File: config.mk
export PLATFORM = sky130hd
export DESIGN_NAME = char_lcd_bus_sequencer_top_flat
export DESIGN_NICKNAME = d
export VERILOG_FILES = /design/src/design/lcdseq_pkg.sv /design/src/design/lcdseq_if.sv /design/src/design/lcdseq_buf.sv /design/src/design/lcdseq_ctrl.sv /design/src/design/lcdseq_emit.sv /design/src/design/char_lcd_bus_sequencer_top.sv /design/src/flat_wrapper.sv
export SDC_FILE = /design/constraint.sdc
export NUM_CORES = 1
export LEC_CHECK = 0
export ABC_AREA = 1
export CORE_ASPECT_RATIO = 0.8
export CORE_UTILIZATION = 60
export DETAILED_ROUTE_END_ITERATION = 8
export DONT_BUFFER_PORTS = 1
export PLACE_DENSITY = 0.76
export SLEW_MARGIN = 20
export SYNTH_ARGS = -nofsm -noshare
export SYNTH_HDL_FRONTEND = slang
export SYNTH_HIERARCHICAL = 1
export SYNTH_SLANG_ARGS = --single-unit
File: constraint.sdc
create_clock -name clk -period 5.65 [get_ports clk]
set_clock_uncertainty 0.1 [all_clocks]
set_input_delay 0.2825 -clock clk [delete_from_list [all_inputs] [get_ports clk]]
set_output_delay 0.2825 -clock clk [all_outputs]
set_load 0.02 [all_outputs]
File: src/design/lcdseq_pkg.sv
`timescale 1ns / 1ps

package lcdseq_pkg;

	// input opcodes
	localparam logic [1:0] OP_TICK  = 2'd0;
	localparam logic [1:0] OP_WRITE = 2'd1;
	localparam logic [1:0] OP_CLEAR = 2'd2;

	// process modes
	localparam logic [1:0] MODE_IDLE  = 2'd0;
	localparam logic [1:0] MODE_WRITE = 2'd1;
	localparam logic [1:0] MODE_CLEAR = 2'd2;

	// source of the data pins for a result
	localparam logic [1:0] DSEL_KEEP  = 2'd0;
	localparam logic [1:0] DSEL_CONST = 2'd1;
	localparam logic [1:0] DSEL_MEM   = 2'd2;

	// LCD commands and timing
	localparam logic [7:0] CMD_FUNCTION_SET = 8'h38;
	localparam logic [7:0] CMD_DISPLAY_ON   = 8'h0C;
	localparam logic [7:0] CMD_CLEAR        = 8'h01;
	localparam logic [5:0] POWER_UP_MS      = 6'd40;
	localparam logic [5:0] PULSE_HIGH_MS    = 6'd1;
	localparam logic [5:0] PULSE_LOW_MS     = 6'd2;

	// last step of the power-up run
	localparam logic [2:0] INIT_LAST_STEP = 3'd6;

	// one accepted item as it leaves the control stage
	typedef struct packed {
		logic       is_init;
		logic       rs;
		logic       e;
		logic [1:0] data_sel;
		logic [7:0] data_const;
		logic       status;
		logic       done;
	} lcdseq_rec_t;

	// one result item
	typedef struct packed {
		logic       rs;
		logic       rw;
		logic       e;
		logic [7:0] data;
		logic [5:0] hold;
		logic       status;
		logic       done;
		logic       last;
	} lcdseq_res_t;

	// step of the power-up run; step 0 keeps the data pins, filled in by the caller
	function automatic lcdseq_res_t init_step(input logic [2:0] step);
		lcdseq_res_t r;
		r = '0;
		case (step)
			3'd0: begin
				r.hold = POWER_UP_MS;
			end
			3'd1: begin
				r.e = 1'b1; r.data = CMD_FUNCTION_SET; r.hold = PULSE_HIGH_MS;
			end
			3'd2: begin
				r.data = CMD_FUNCTION_SET; r.hold = PULSE_LOW_MS;
			end
			3'd3: begin
				r.e = 1'b1; r.data = CMD_DISPLAY_ON; r.hold = PULSE_HIGH_MS;
			end
			3'd4: begin
				r.data = CMD_DISPLAY_ON; r.hold = PULSE_LOW_MS;
			end
			3'd5: begin
				r.e = 1'b1; r.data = CMD_CLEAR; r.hold = PULSE_HIGH_MS;
			end
			3'd6: begin
				r.data = CMD_CLEAR; r.hold = PULSE_LOW_MS; r.last = 1'b1;
			end
			default: begin
				r = '0;
			end
		endcase
		return r;
	endfunction

endpackage

File: src/design/lcdseq_if.sv
`timescale 1ns / 1ps

// request channel
interface lcdseq_in_if;
	logic       valid;
	logic       ready;
	logic [1:0] opcode;
	logic [7:0] char_value;
	logic       last_char;

	modport source (output valid, opcode, char_value, last_char, input ready);
	modport sink (input valid, opcode, char_value, last_char, output ready);
endinterface

// pin result channel
interface lcdseq_out_if;
	logic       valid;
	logic       ready;
	logic       reg_select;
	logic       read_write;
	logic       enable_pin;
	logic [7:0] data_bus;
	logic [5:0] hold_ms;
	logic       status;
	logic       write_done;
	logic       last_result;

	modport source (output valid, reg_select, read_write, enable_pin, data_bus, hold_ms,
		status, write_done, last_result, input ready);
	modport sink (input valid, reg_select, read_write, enable_pin, data_bus, hold_ms,
		status, write_done, last_result, output ready);
endinterface

File: src/design/lcdseq_buf.sv
`timescale 1ns / 1ps

// text buffer: one write port, one read port, registered read data
module lcdseq_buf #(
	parameter int DEPTH = 16,
	localparam int AW = (DEPTH > 1) ? $clog2(DEPTH) : 1
) (
	input  logic          clk,
	input  logic          we,
	input  logic [AW-1:0] waddr,
	input  logic [7:0]    wdata,
	input  logic          re,
	input  logic [AW-1:0] raddr,
	output logic [7:0]    rdata
);

	logic [7:0] mem [DEPTH];

	always_ff @(posedge clk) begin
		if (we) begin
			mem[waddr] <= wdata;
		end
	end

	always_ff @(posedge clk) begin
		if (re) begin
			rdata <= mem[raddr];
		end
	end

endmodule

File: src/design/lcdseq_ctrl.sv
`timescale 1ns / 1ps

// control stage: decodes each transfer, updates the process state and
// issues the buffer access; holds one decoded item until the emitter takes it
module lcdseq_ctrl import lcdseq_pkg::*; #(
	parameter int DEPTH = 16,
	localparam int AW = (DEPTH > 1) ? $clog2(DEPTH) : 1,
	localparam int CW = $clog2(DEPTH + 1)
) (
	input  logic          clk,
	input  logic          arst_n,
	lcdseq_in_if.sink     in_ch,
	input  logic          cfg_we,
	input  logic          cfg_wdata,
	output logic          mem_we,
	output logic [AW-1:0] mem_waddr,
	output logic [7:0]    mem_wdata,
	output logic          mem_re,
	output logic [AW-1:0] mem_raddr,
	output logic          valid_s1,
	output lcdseq_rec_t   rec_s1,
	input  logic          take_s1
);

	logic          notify_q;
	logic          init_done_q, init_done_n;
	logic [1:0]    mode_q, mode_n;
	logic          pending_q, pending_n;
	logic [CW-1:0] load_cnt_q, load_cnt_n;
	logic [CW-1:0] text_len_q, text_len_n;
	logic [CW-1:0] send_idx_q, send_idx_n;
	logic          rs_q, rs_n;
	logic          e_q, e_n;
	logic          accept;
	logic          produce;
	logic          valid_s1_q;
	lcdseq_rec_t   rec;

	assign in_ch.ready = !valid_s1_q || take_s1;
	assign accept      = in_ch.valid && in_ch.ready;
	assign valid_s1    = valid_s1_q;
	assign mem_waddr   = load_cnt_q[AW-1:0];
	assign mem_wdata   = in_ch.char_value;
	assign mem_raddr   = send_idx_q[AW-1:0];

	// decode and next state
	always_comb begin
		init_done_n = init_done_q;
		mode_n      = mode_q;
		pending_n   = pending_q;
		load_cnt_n  = load_cnt_q;
		text_len_n  = text_len_q;
		send_idx_n  = send_idx_q;
		rs_n        = rs_q;
		e_n         = e_q;
		mem_we      = 1'b0;
		mem_re      = 1'b0;
		produce     = 1'b0;
		rec         = '0;
		rec.data_sel = DSEL_KEEP;
		if (accept) begin
			produce = 1'b1;
			case (in_ch.opcode)
				OP_TICK: begin
					if (!init_done_q) begin
						init_done_n     = 1'b1;
						rs_n            = 1'b0;
						e_n             = 1'b0;
						rec.is_init     = 1'b1;
						rec.data_sel    = DSEL_CONST;
						rec.data_const  = CMD_CLEAR;
					end else begin
						case (mode_q)
							MODE_WRITE: begin
								if (e_q) begin
									e_n = 1'b0;
								end else if (send_idx_q >= text_len_q) begin
									mode_n     = MODE_IDLE;
									pending_n  = 1'b0;
									send_idx_n = '0;
									rec.done   = notify_q;
								end else begin
									rs_n         = 1'b1;
									e_n          = 1'b1;
									rec.data_sel = DSEL_MEM;
									mem_re       = 1'b1;
									send_idx_n   = send_idx_q + CW'(1);
								end
							end
							MODE_CLEAR: begin
								if (e_q) begin
									e_n    = 1'b0;
									mode_n = MODE_IDLE;
								end else begin
									rs_n           = 1'b0;
									e_n            = 1'b1;
									rec.data_sel   = DSEL_CONST;
									rec.data_const = CMD_CLEAR;
								end
							end
							default: begin
							end
						endcase
					end
				end
				OP_WRITE: begin
					if (mode_q != MODE_IDLE) begin
						rec.status = 1'b1;
					end else begin
						pending_n = 1'b1;
						if (load_cnt_q < CW'(DEPTH)) begin
							mem_we     = 1'b1;
							load_cnt_n = load_cnt_q + CW'(1);
						end
						if (in_ch.last_char) begin
							text_len_n = load_cnt_n;
							send_idx_n = '0;
							load_cnt_n = '0;
							mode_n     = MODE_WRITE;
						end
					end
				end
				OP_CLEAR: begin
					if (mode_q != MODE_IDLE || pending_q) begin
						rec.status = 1'b1;
					end else begin
						mode_n = MODE_CLEAR;
					end
				end
				default: begin
					// unused opcode: no result
					produce = 1'b0;
				end
			endcase
		end
		rec.rs = rs_n;
		rec.e  = e_n;
	end

	// process state
	always_ff @(posedge clk or negedge arst_n) begin
		if (!arst_n) begin
			notify_q    <= 1'b0;
			init_done_q <= 1'b0;
			mode_q      <= MODE_IDLE;
			pending_q   <= 1'b0;
			load_cnt_q  <= '0;
			text_len_q  <= '0;
			send_idx_q  <= '0;
			rs_q        <= 1'b0;
			e_q         <= 1'b0;
		end else begin
			if (cfg_we) begin
				notify_q <= cfg_wdata;
			end
			init_done_q <= init_done_n;
			mode_q      <= mode_n;
			pending_q   <= pending_n;
			load_cnt_q  <= load_cnt_n;
			text_len_q  <= text_len_n;
			send_idx_q  <= send_idx_n;
			rs_q        <= rs_n;
			e_q         <= e_n;
		end
	end

	// stage 1 valid
	always_ff @(posedge clk or negedge arst_n) begin
		if (!arst_n) begin
			valid_s1_q <= 1'b0;
		end else if (accept) begin
			valid_s1_q <= produce;
		end else if (take_s1) begin
			valid_s1_q <= 1'b0;
		end
	end

	// stage 1 payload
	always_ff @(posedge clk) begin
		if (accept && produce) begin
			rec_s1 <= rec;
		end
	end

endmodule

File: src/design/lcdseq_emit.sv
`timescale 1ns / 1ps

// result stage: resolves the data pins, runs the power-up steps and
// queues results in a two-entry output buffer
module lcdseq_emit import lcdseq_pkg::*; (
	input  logic          clk,
	input  logic          arst_n,
	input  logic          valid_s1,
	input  lcdseq_rec_t   rec_s1,
	input  logic [7:0]    mem_rdata,
	output logic          take_s1,
	lcdseq_out_if.source  out_ch
);

	logic [7:0]  pin_data_q;
	logic [2:0]  step_q;
	logic [1:0]  cnt_q;
	lcdseq_res_t head_q, tail_q;
	lcdseq_res_t res;
	logic [7:0]  data_now;
	logic        push;
	logic        pop;

	assign push    = valid_s1 && (cnt_q != 2'd2);
	assign pop     = out_ch.valid && out_ch.ready;
	assign take_s1 = push && (!rec_s1.is_init || step_q == INIT_LAST_STEP);

	// data pins after this item
	always_comb begin
		case (rec_s1.data_sel)
			DSEL_CONST: data_now = rec_s1.data_const;
			DSEL_MEM:   data_now = mem_rdata;
			default:    data_now = pin_data_q;
		endcase
	end

	// result build
	always_comb begin
		if (rec_s1.is_init) begin
			res = init_step(step_q);
			if (step_q == 3'd0) begin
				res.data = pin_data_q;
			end
		end else begin
			res        = '0;
			res.rs     = rec_s1.rs;
			res.e      = rec_s1.e;
			res.data   = data_now;
			res.status = rec_s1.status;
			res.done   = rec_s1.done;
			res.last   = 1'b1;
		end
	end

	// power-up step count and data pin state
	always_ff @(posedge clk or negedge arst_n) begin
		if (!arst_n) begin
			step_q     <= 3'd0;
			pin_data_q <= 8'h00;
		end else begin
			if (push && rec_s1.is_init) begin
				step_q <= (step_q == INIT_LAST_STEP) ? 3'd0 : step_q + 3'd1;
			end
			if (take_s1) begin
				pin_data_q <= data_now;
			end
		end
	end

	// output buffer occupancy
	always_ff @(posedge clk or negedge arst_n) begin
		if (!arst_n) begin
			cnt_q <= 2'd0;
		end else begin
			case ({push, pop})
				2'b10:   cnt_q <= cnt_q + 2'd1;
				2'b01:   cnt_q <= cnt_q - 2'd1;
				default: cnt_q <= cnt_q;
			endcase
		end
	end

	// output buffer entries
	always_ff @(posedge clk) begin
		if (pop) begin
			if (cnt_q == 2'd2) begin
				head_q <= tail_q;
			end else if (push) begin
				head_q <= res;
			end
		end else if (push) begin
			if (cnt_q == 2'd0) begin
				head_q <= res;
			end else begin
				tail_q <= res;
			end
		end
	end

	assign out_ch.valid       = (cnt_q != 2'd0);
	assign out_ch.reg_select  = head_q.rs;
	assign out_ch.read_write  = head_q.rw;
	assign out_ch.enable_pin  = head_q.e;
	assign out_ch.data_bus    = head_q.data;
	assign out_ch.hold_ms     = head_q.hold;
	assign out_ch.status      = head_q.status;
	assign out_ch.write_done  = head_q.done;
	assign out_ch.last_result = head_q.last;

endmodule

File: src/design/char_lcd_bus_sequencer_top.sv
`timescale 1ns / 1ps

// Character LCD bus sequencer for an 8-bit write-only parallel character panel. Each
// transfer on in_ch is a tick, a text character or a clear request; each gives one
// pin-state result on out_ch, except the first tick, which gives the seven-result
// power-up run (40 ms wait, then function set, display on and clear pulses), and
// the unused opcode, which gives none. Characters are stored in a BUFFER_DEPTH
// entry memory (extra ones are dropped) and sent one per E pulse on later ticks.
// A new transfer is taken every clock cycle while the output buffer has room; only
// the power-up tick holds the control stage until all seven of its results are
// queued, and the next transfer waits for that. A transfer's result is registered
// twice: in the control stage, with the buffer read beside it, then in the two-entry
// output buffer, which keeps the input open while results wait.
// The user writes notify_enable through cfg_we/cfg_wdata only while the block is idle; the block does not enforce this.
module char_lcd_bus_sequencer_top import lcdseq_pkg::*; #(
	parameter int BUFFER_DEPTH = 16
) (
	input  logic         clk,
	input  logic         arst_n,
	lcdseq_in_if.sink    in_ch,
	lcdseq_out_if.source out_ch,
	input  logic         cfg_we,
	input  logic         cfg_wdata
);

	localparam int AW = (BUFFER_DEPTH > 1) ? $clog2(BUFFER_DEPTH) : 1;

	logic          mem_we;
	logic [AW-1:0] mem_waddr;
	logic [7:0]    mem_wdata;
	logic          mem_re;
	logic [AW-1:0] mem_raddr;
	logic [7:0]    mem_rdata;
	logic          valid_s1;
	lcdseq_rec_t   rec_s1;
	logic          take_s1;

	lcdseq_ctrl #(.DEPTH(BUFFER_DEPTH)) u_ctrl (
		.clk       (clk),
		.arst_n    (arst_n),
		.in_ch     (in_ch),
		.cfg_we    (cfg_we),
		.cfg_wdata (cfg_wdata),
		.mem_we    (mem_we),
		.mem_waddr (mem_waddr),
		.mem_wdata (mem_wdata),
		.mem_re    (mem_re),
		.mem_raddr (mem_raddr),
		.valid_s1  (valid_s1),
		.rec_s1    (rec_s1),
		.take_s1   (take_s1)
	);

	lcdseq_buf #(.DEPTH(BUFFER_DEPTH)) u_buf (
		.clk   (clk),
		.we    (mem_we),
		.waddr (mem_waddr),
		.wdata (mem_wdata),
		.re    (mem_re),
		.raddr (mem_raddr),
		.rdata (mem_rdata)
	);

	lcdseq_emit u_emit (
		.clk       (clk),
		.arst_n    (arst_n),
		.valid_s1  (valid_s1),
		.rec_s1    (rec_s1),
		.mem_rdata (mem_rdata),
		.take_s1   (take_s1),
		.out_ch    (out_ch)
	);

	// a buffer read is only issued for a transfer that the control stage takes
	a_read_on_accept: assert property (@(posedge clk) disable iff (!arst_n)
		mem_re |-> (in_ch.valid && in_ch.ready && !mem_we))
		else $error("buffer read without a taken tick");

	// a data-sourced item raises E with RS high
	a_mem_item_pins: assert property (@(posedge clk) disable iff (!arst_n)
		(valid_s1 && rec_s1.data_sel == DSEL_MEM) |-> (rec_s1.rs && rec_s1.e))
		else $error("character item without RS and E high");

	// only the power-up run gives non-final results, each with a hold time
	a_run_hold: assert property (@(posedge clk) disable iff (!arst_n)
		(out_ch.valid && !out_ch.last_result) |-> (out_ch.hold_ms != 6'd0))
		else $error("non-final result without hold time");

	// a refused request or a done flag never comes with a hold time
	a_flag_no_hold: assert property (@(posedge clk) disable iff (!arst_n)
		(out_ch.valid && (out_ch.status || out_ch.write_done))
			|-> (out_ch.hold_ms == 6'd0 && out_ch.last_result))
		else $error("flagged result with hold time");

endmodule
File: src/flat_wrapper.sv
// flat-port wrapper written by rule: the top's interface ports become plain ports
module char_lcd_bus_sequencer_top_flat import lcdseq_pkg::*;
#(
	parameter int BUFFER_DEPTH = 16
)
  (clk, arst_n, cfg_we, cfg_wdata, in_ch_valid, in_ch_opcode, in_ch_char_value, in_ch_last_char, in_ch_ready, out_ch_valid, out_ch_reg_select, out_ch_read_write, out_ch_enable_pin, out_ch_data_bus, out_ch_hold_ms, out_ch_status, out_ch_write_done, out_ch_last_result, out_ch_ready);
  lcdseq_in_if in_ch_i ();
  lcdseq_out_if out_ch_i ();
  input  logic clk;
  input  logic arst_n;
  input  logic cfg_we;
  input  logic cfg_wdata;
  input wire logic [$bits(in_ch_i.valid)-1:0] in_ch_valid;
  input wire logic [$bits(in_ch_i.opcode)-1:0] in_ch_opcode;
  input wire logic [$bits(in_ch_i.char_value)-1:0] in_ch_char_value;
  input wire logic [$bits(in_ch_i.last_char)-1:0] in_ch_last_char;
  output wire logic [$bits(in_ch_i.ready)-1:0] in_ch_ready;
  output wire logic [$bits(out_ch_i.valid)-1:0] out_ch_valid;
  output wire logic [$bits(out_ch_i.reg_select)-1:0] out_ch_reg_select;
  output wire logic [$bits(out_ch_i.read_write)-1:0] out_ch_read_write;
  output wire logic [$bits(out_ch_i.enable_pin)-1:0] out_ch_enable_pin;
  output wire logic [$bits(out_ch_i.data_bus)-1:0] out_ch_data_bus;
  output wire logic [$bits(out_ch_i.hold_ms)-1:0] out_ch_hold_ms;
  output wire logic [$bits(out_ch_i.status)-1:0] out_ch_status;
  output wire logic [$bits(out_ch_i.write_done)-1:0] out_ch_write_done;
  output wire logic [$bits(out_ch_i.last_result)-1:0] out_ch_last_result;
  input wire logic [$bits(out_ch_i.ready)-1:0] out_ch_ready;
  assign in_ch_i.valid = in_ch_valid;
  assign in_ch_i.opcode = in_ch_opcode;
  assign in_ch_i.char_value = in_ch_char_value;
  assign in_ch_i.last_char = in_ch_last_char;
  assign in_ch_ready = in_ch_i.ready;
  assign out_ch_valid = out_ch_i.valid;
  assign out_ch_reg_select = out_ch_i.reg_select;
  assign out_ch_read_write = out_ch_i.read_write;
  assign out_ch_enable_pin = out_ch_i.enable_pin;
  assign out_ch_data_bus = out_ch_i.data_bus;
  assign out_ch_hold_ms = out_ch_i.hold_ms;
  assign out_ch_status = out_ch_i.status;
  assign out_ch_write_done = out_ch_i.write_done;
  assign out_ch_last_result = out_ch_i.last_result;
  assign out_ch_i.ready = out_ch_ready;
  char_lcd_bus_sequencer_top #(.BUFFER_DEPTH(BUFFER_DEPTH)) u_core (.clk(clk), .arst_n(arst_n), .in_ch(in_ch_i), .out_ch(out_ch_i), .cfg_we(cfg_we), .cfg_wdata(cfg_wdata));
endmodule
* Word-level counts from Yosys, hierarchy flattened *
Memory sizes are Yosys's and may differ from the RTL's. A register that Yosys moved wholly into a read port is not among the register bits.
Cells that the tools add are included.

word-level totals
  output and inout port bits = 22
  bits in registers = 91
  memories = 1
  memory bits (writable) = 128
  logic and storage cells = 197

operators by class
  order comparisons = 2
  eq/ne operators = 27
  bitwise operators = 8
  mux-type cells = 76
  $add $sub $neg = 5
  reduce and logical (&&, ||, !) cells = 40

memory list
  memory            depth  width  read ports  clocked after Yosys merged registers in  wr ports  RTL line          RTL
  u_core.u_buf.mem  16     8      1           1                                        1         lcdseq_buf.sv:17  logic [7:0] mem [DEPTH];

operators by type and width
  cell                 count
  $mux 20              6
  $mux 5               8
  $mux 1               36
  $pmux 6 s3           2
  $mux 2               9
  $mux 9               2
  $mux 8               2
  $pmux 8 s2           1
  $reduce_bool 2->1    8
  $ne 2x2->1 const B   7
  $reduce_and 7->1     2
  $pmux 2 s2           3
  $reduce_and 3->1     4
  $add 5x1->5 const B  2
  $eq 2x2->1 const B   5
  $pmux 5 s2           1
  $reduce_and 10->1    1
  $eq 3x3->1 const B   3
  $ne 3x3->1 const B   3
  $reduce_or 3->1      3
  $eq 2x1->1 const B   4
  $not 1->1            8
  $pmux 1 s2           4
  $reduce_and 4->1     2
  other kinds (20)     32

* Depth between registers and ports, before layout *
  depth in word-level cells = 8
  gate-level depth with buffers = 14
  depth with buffers taken out = 14

* By module *
Netlist, hierarchy kept.

by module, submodules not included
  module       area each (um^2)  cells each  times used
  lcdseq_buf   5846.9            551         1
  lcdseq_emit  2306.0            252         1
  lcdseq_ctrl  1986.9            240         1

* Worst setup path before layout *
Ideal clock, no wire load.

  path type = register to register
  start = register u_core.u_emit.step_q[1]
  end = memory u_core.u_buf.mem[12][0], enable pin
  data required time = 5.180 ns
  setup time = 0.370 ns
  arrival = 2.005 ns
  setup slack = 3.175 ns
  stages on the path, launching flop included = 13
  period minus slack after synthesis = 2.475 ns
  path through = dfrtp_1 -> nand2_2 -> o21ai_2 -> nand3_4 -> inv_1 -> inv_2 -> nand2_4 -> nand2_4 -> inv_6 -> nand3_4 -> nor2_1 -> nand3_1 -> nor2_1

between the ends
  cells in the longest elaborated chain, start to end = 8

ends and longest elaborated chain
  element                       RTL line                          RTL
  start, declared               lcdseq_emit.sv:16                 logic [2:0] step_q;
  start signal, assigned        lcdseq_emit.sv:62                 step_q <= (step_q == INIT_LAST_STEP) ? 3'd0 : step_q + 3'd1;
  $eq 3x3->1                    lcdseq_emit.sv:26                 assign take_s1 = push && (!rec_s1.is_init || step_q == INIT_LAST_STEP);
  $logic_or 1x1->1              lcdseq_emit.sv:26
  $logic_and 1x1->1             lcdseq_emit.sv:26
  via u_core.take_s1            char_lcd_bus_sequencer_top.sv:36  logic take_s1;
  $logic_or 1x1->1              lcdseq_ctrl.sv:39                 assign in_ch.ready = !valid_s1_q || take_s1;
  via in_ch_ready               flat_wrapper.sv:17                output wire logic [$bits(in_ch_i.ready)-1:0] in_ch_ready;
  $logic_and 1x1->1             lcdseq_ctrl.sv:40                 assign accept = in_ch.valid && in_ch.ready;
  $mux 1                        lcdseq_ctrl.sv:61                 if (accept) begin
  via u_core.mem_we             char_lcd_bus_sequencer_top.sv:28  logic mem_we;
  $mux 1                        lcdseq_buf.sv:20                  if (we) begin
  $mux 1 (implied by the code)  lcdseq_buf.sv:21                  mem[waddr] <= wdata;
  end, declared                 lcdseq_buf.sv:17

The timed path passes the listed nets, and every way through them passes these cells.

* Worst setup path in the final report *
  start = register u_core.u_emit.step_q[1]
  end = memory u_core.u_buf.mem[15][5], enable pin

The elaborated chain is that of the path after synthesis.

==> reports/results.tsv <==
stage	metric	value	unit
timing	slew-limit-headroom	0.273	
setup_path	cpPeakStageDelay	0.57	ns
cts	cts.clk_slew.worst_paths	0.06	ns
routing	top_layer	met4	
final_layout	fin_nets	1069	
cts	cts_tree	done	
routing	wl_met3	1670	um
routing	dr.pass1.iters	5	
floorplanning	core_region_area	16600	sq um
setup_path	crit_arrival	3.29	ns
yosys	synth-edff-count	176	
routing	drc	0	
worst_hold_path	hold_path.class	input pin to flop	
timing	final_hold_viol_count	0	
final_layout	utilization	0.657	
final_layout	drive_above_1_share	0.0726	
setup_path	cpMaxStageDelayCell	nor2_1	
timing	fmax	0.306	GHz
routing	post_drt_wl_per_cell	16.0	um
cts	cts_max_path_buffers	3	
power	total_power	5080	uW
routing	vias	6757	
floorplanning	initial_core_util	0.613	
cts	cts_root_buf	clkbuf_16	
setup_path	reg2reg_depth	12	
setup_path	cp_max_fo	16	
yosys	ys_types	38	
floorplanning	fp.dieW	147	um
cts	cts_buffers	21	
power	leakage	0.00475	uW
setup_path	cp.depth	12	
global_route	antenna_found_initial	1	
timing	setup_ws	2.39	ns
placement	portBuffers	0	
timing	rsz0062_at_grt	no	
yosys	synth_cells	1043	
yosys	postSynth.asyncResetShare	0.170	
timing	fin_tns_setup	0	ns
routing	wl_met1	9320	um
floorplanning	num_rows	42	
setup_path	crit_buf_inv	3	
placement	routabilityCongestion	0.932	
yosys	yosys_warnings	6	
floorplanning	fp.dieH	118	um
setup_path	path_delay_family	simple AND/OR/NAND/NOR gates	
yosys	ys_top_cells_by_count	nand2_1, edfxtp_1, inv_1	
outcome	status	finished clean	
power	peakVddDrop	0.000305	V
yosys	synth.area.top_cells	edfxtp_1, nand2_1, dfrtp_1	
placement	pre_cts_slack	2.40	ns
yosys	synth-seq-cells	212	
timing	finalMaxSlewViolations	0	
yosys	syn_avg_cell_area	9.72	sq um
global_route	overflow	0	
floorplanning	dieArea	17400	sq um
setup_path	startpoint_type	flop	
setup_path	worstSetupEndpointType	flop	
yosys	seq_area_frac_synth	0.610	
yosys	synth_area_leader_cell	edfxtp_1	
final_layout	syn_to_final_growth	7.19	%
cts	cts_setup_buffers	0	
cts	htree_num_levels	1	
routing	antenna_left	0	
cts	insertion_delay	0.49	ns
timing	period_needed	3.26	ns
yosys	synthFlopType	edfxtp_1	
worst_hold_path	hold_depth	3	
routing	first_iter_violations	722	
timing	holdWs	0.0481	ns
global_route	grt_pass1_vias	6343	
setup_path	crit_path_cell_trace	nand2_2 -> o21ai_2 -> nand3_4 -> inv_1 -> inv_2 -> nand2_4 -> nand2_4 -> inv_6 -> nand3_4 -> nor2_1 -> nand3_1 -> nor2_1	
routing	wl_met2	8800	um
yosys	yosysTopAreaCellShare	0.521	
setup_path	cp.required	5.67	ns
setup_path	crit_type	flop to flop	
routing	wl	20300	um
routing	vias_per_cell	5.33	
global_route	grt_usage	0.242	
timing	setup_viol	0	
timing	period_share	0.578	
global_route	grt_pass1_wl	32800	um
placement	dp_hpwl	13100	um
cts	cts_sinks	212	
yosys	syn_area	10100	sq um
yosys	yosysMostFrequentCell	nand2_1	
global_route	grt_max_degree	65	
timing	tightest_slew	1.09	ns
floorplanning	io_pins	39	
run	cap_viol_max_count	0	
power	powerDensity	467	nW/um^2
==> metal layers <==
metal  GRT usage  vias to the layer above
li1            -                     3317
met1       0.362                     3130
met2       0.362                      268
met3      0.0483                       42
met4      0.0651                        0
met5           0                        -
==> registers in the layout, indices dropped and copies added (netlist names), 2 cells and up <==
signal                         cells
u_core/u_emit/out_ch.data_bus      8
u_core/u_ctrl/send_idx_q           5
u_core/u_emit/cnt_q                2
u_core/u_emit/tail_q              16
u_core/u_emit/out_ch.hold_ms       3
u_core/u_emit/step_q               3
u_core/u_emit/pin_data_q           8
u_core/u_buf/rdata                 8
u_core/u_ctrl/load_cnt_q           5
u_core/u_ctrl/rec_s1               8
u_core/u_buf/mem                 128
u_core/u_ctrl/mode_q               2
u_core/u_ctrl/text_len_q           5
==> cells by family (layout without fill, tap and decap cells) <==
kind of cell	count (synthesis)	count (layout)	share of synthesized area
adders and majority gates	19	19	0.0234
AOI/OAI and AO/OA	41	41	0.0254
xor gates and xnor gates	8	8	0.00691
DFF	212	212	0.610
and+or+nand+nor	546	546	0.233
buffers and inverters	215	211	0.101
other	2	11	0.000741
==> repair_timing <==
item	4_1_cts	5_1_grt
endpoints found under the hold margin	169	0
hold buffers	16	0
gates resized for setup	0	0
==> stage by stage <==
step / instances / area, sq um
6_report: 1268 / 10900
3_3_place_gp: 1214 / 10000
3_5_place_dp: 1214 / 10000
5_1_grt: 1268 / 10900
2_1_floorplan: 1051 / 10200
4_1_cts: 1267 / 10900
==> power by group <==
group / leakage, uW / total (uW) / switching [uW] / internal [uW]
sequential: 0.00206 / 2230 / 251 / 1980
clock: 0.000321 / 1340 / 549 / 791
combinational: 0.00237 / 1510 / 1050 / 457
total: 0.00475 / 5080 / 1850 / 3230
==> tightest hold or removal path, cell delays in order <==
cell	delay, ns
nand2_1	0.06
ha_1	0.17
xor2_1	0.08
==> final timing paths <==
path	start	to	slack [ns]
worst min-delay path	out_ch_ready	u_core/u_emit/cnt_q[0]	0.05
max in group asynchronous	arst_n	u_core/u_ctrl/send_idx_q[0]	5.06
worst max register to register	u_core/u_emit/step_q[1]	u_core/u_buf/mem[15][5]	2.39
min in group asynchronous	arst_n	u_core/u_ctrl/init_done_q	0.19
worst min register to register	u_core/u_ctrl/pending_q	u_core/u_ctrl/pending_q	0.38
worst max-delay path	u_core/u_emit/step_q[1]	u_core/u_buf/mem[15][5]	2.39
==> cell type report <==
class                   count  area (sq um)
fillers                  1275          5680
clock inverters             9          98.8
flip-flops and latches    212          6190
multi-input cells         624          2960
inverters                 155           587
well taps                 220           275
repair buffers             19           193
diodes                      1          2.50
clock buffers              28           562
==> cell usage in the layout (no fill, tap or decap), types with 10 or more instances in the layout <==
cell,netlist,layout
ha_1,19,19
inv_2,10,10
o21ai_0,16,16
inv_1,144,144
clkbuf_16,0,21
nor2_1,44,43
dlygate4sd3_1,0,15
o21ai_2,10,10
dfrtp_1,36,35
nand2_1,334,334
nand3_1,139,139
conb_1,2,10
edfxtp_1,176,176
Power figures use the tool's default switching activity.
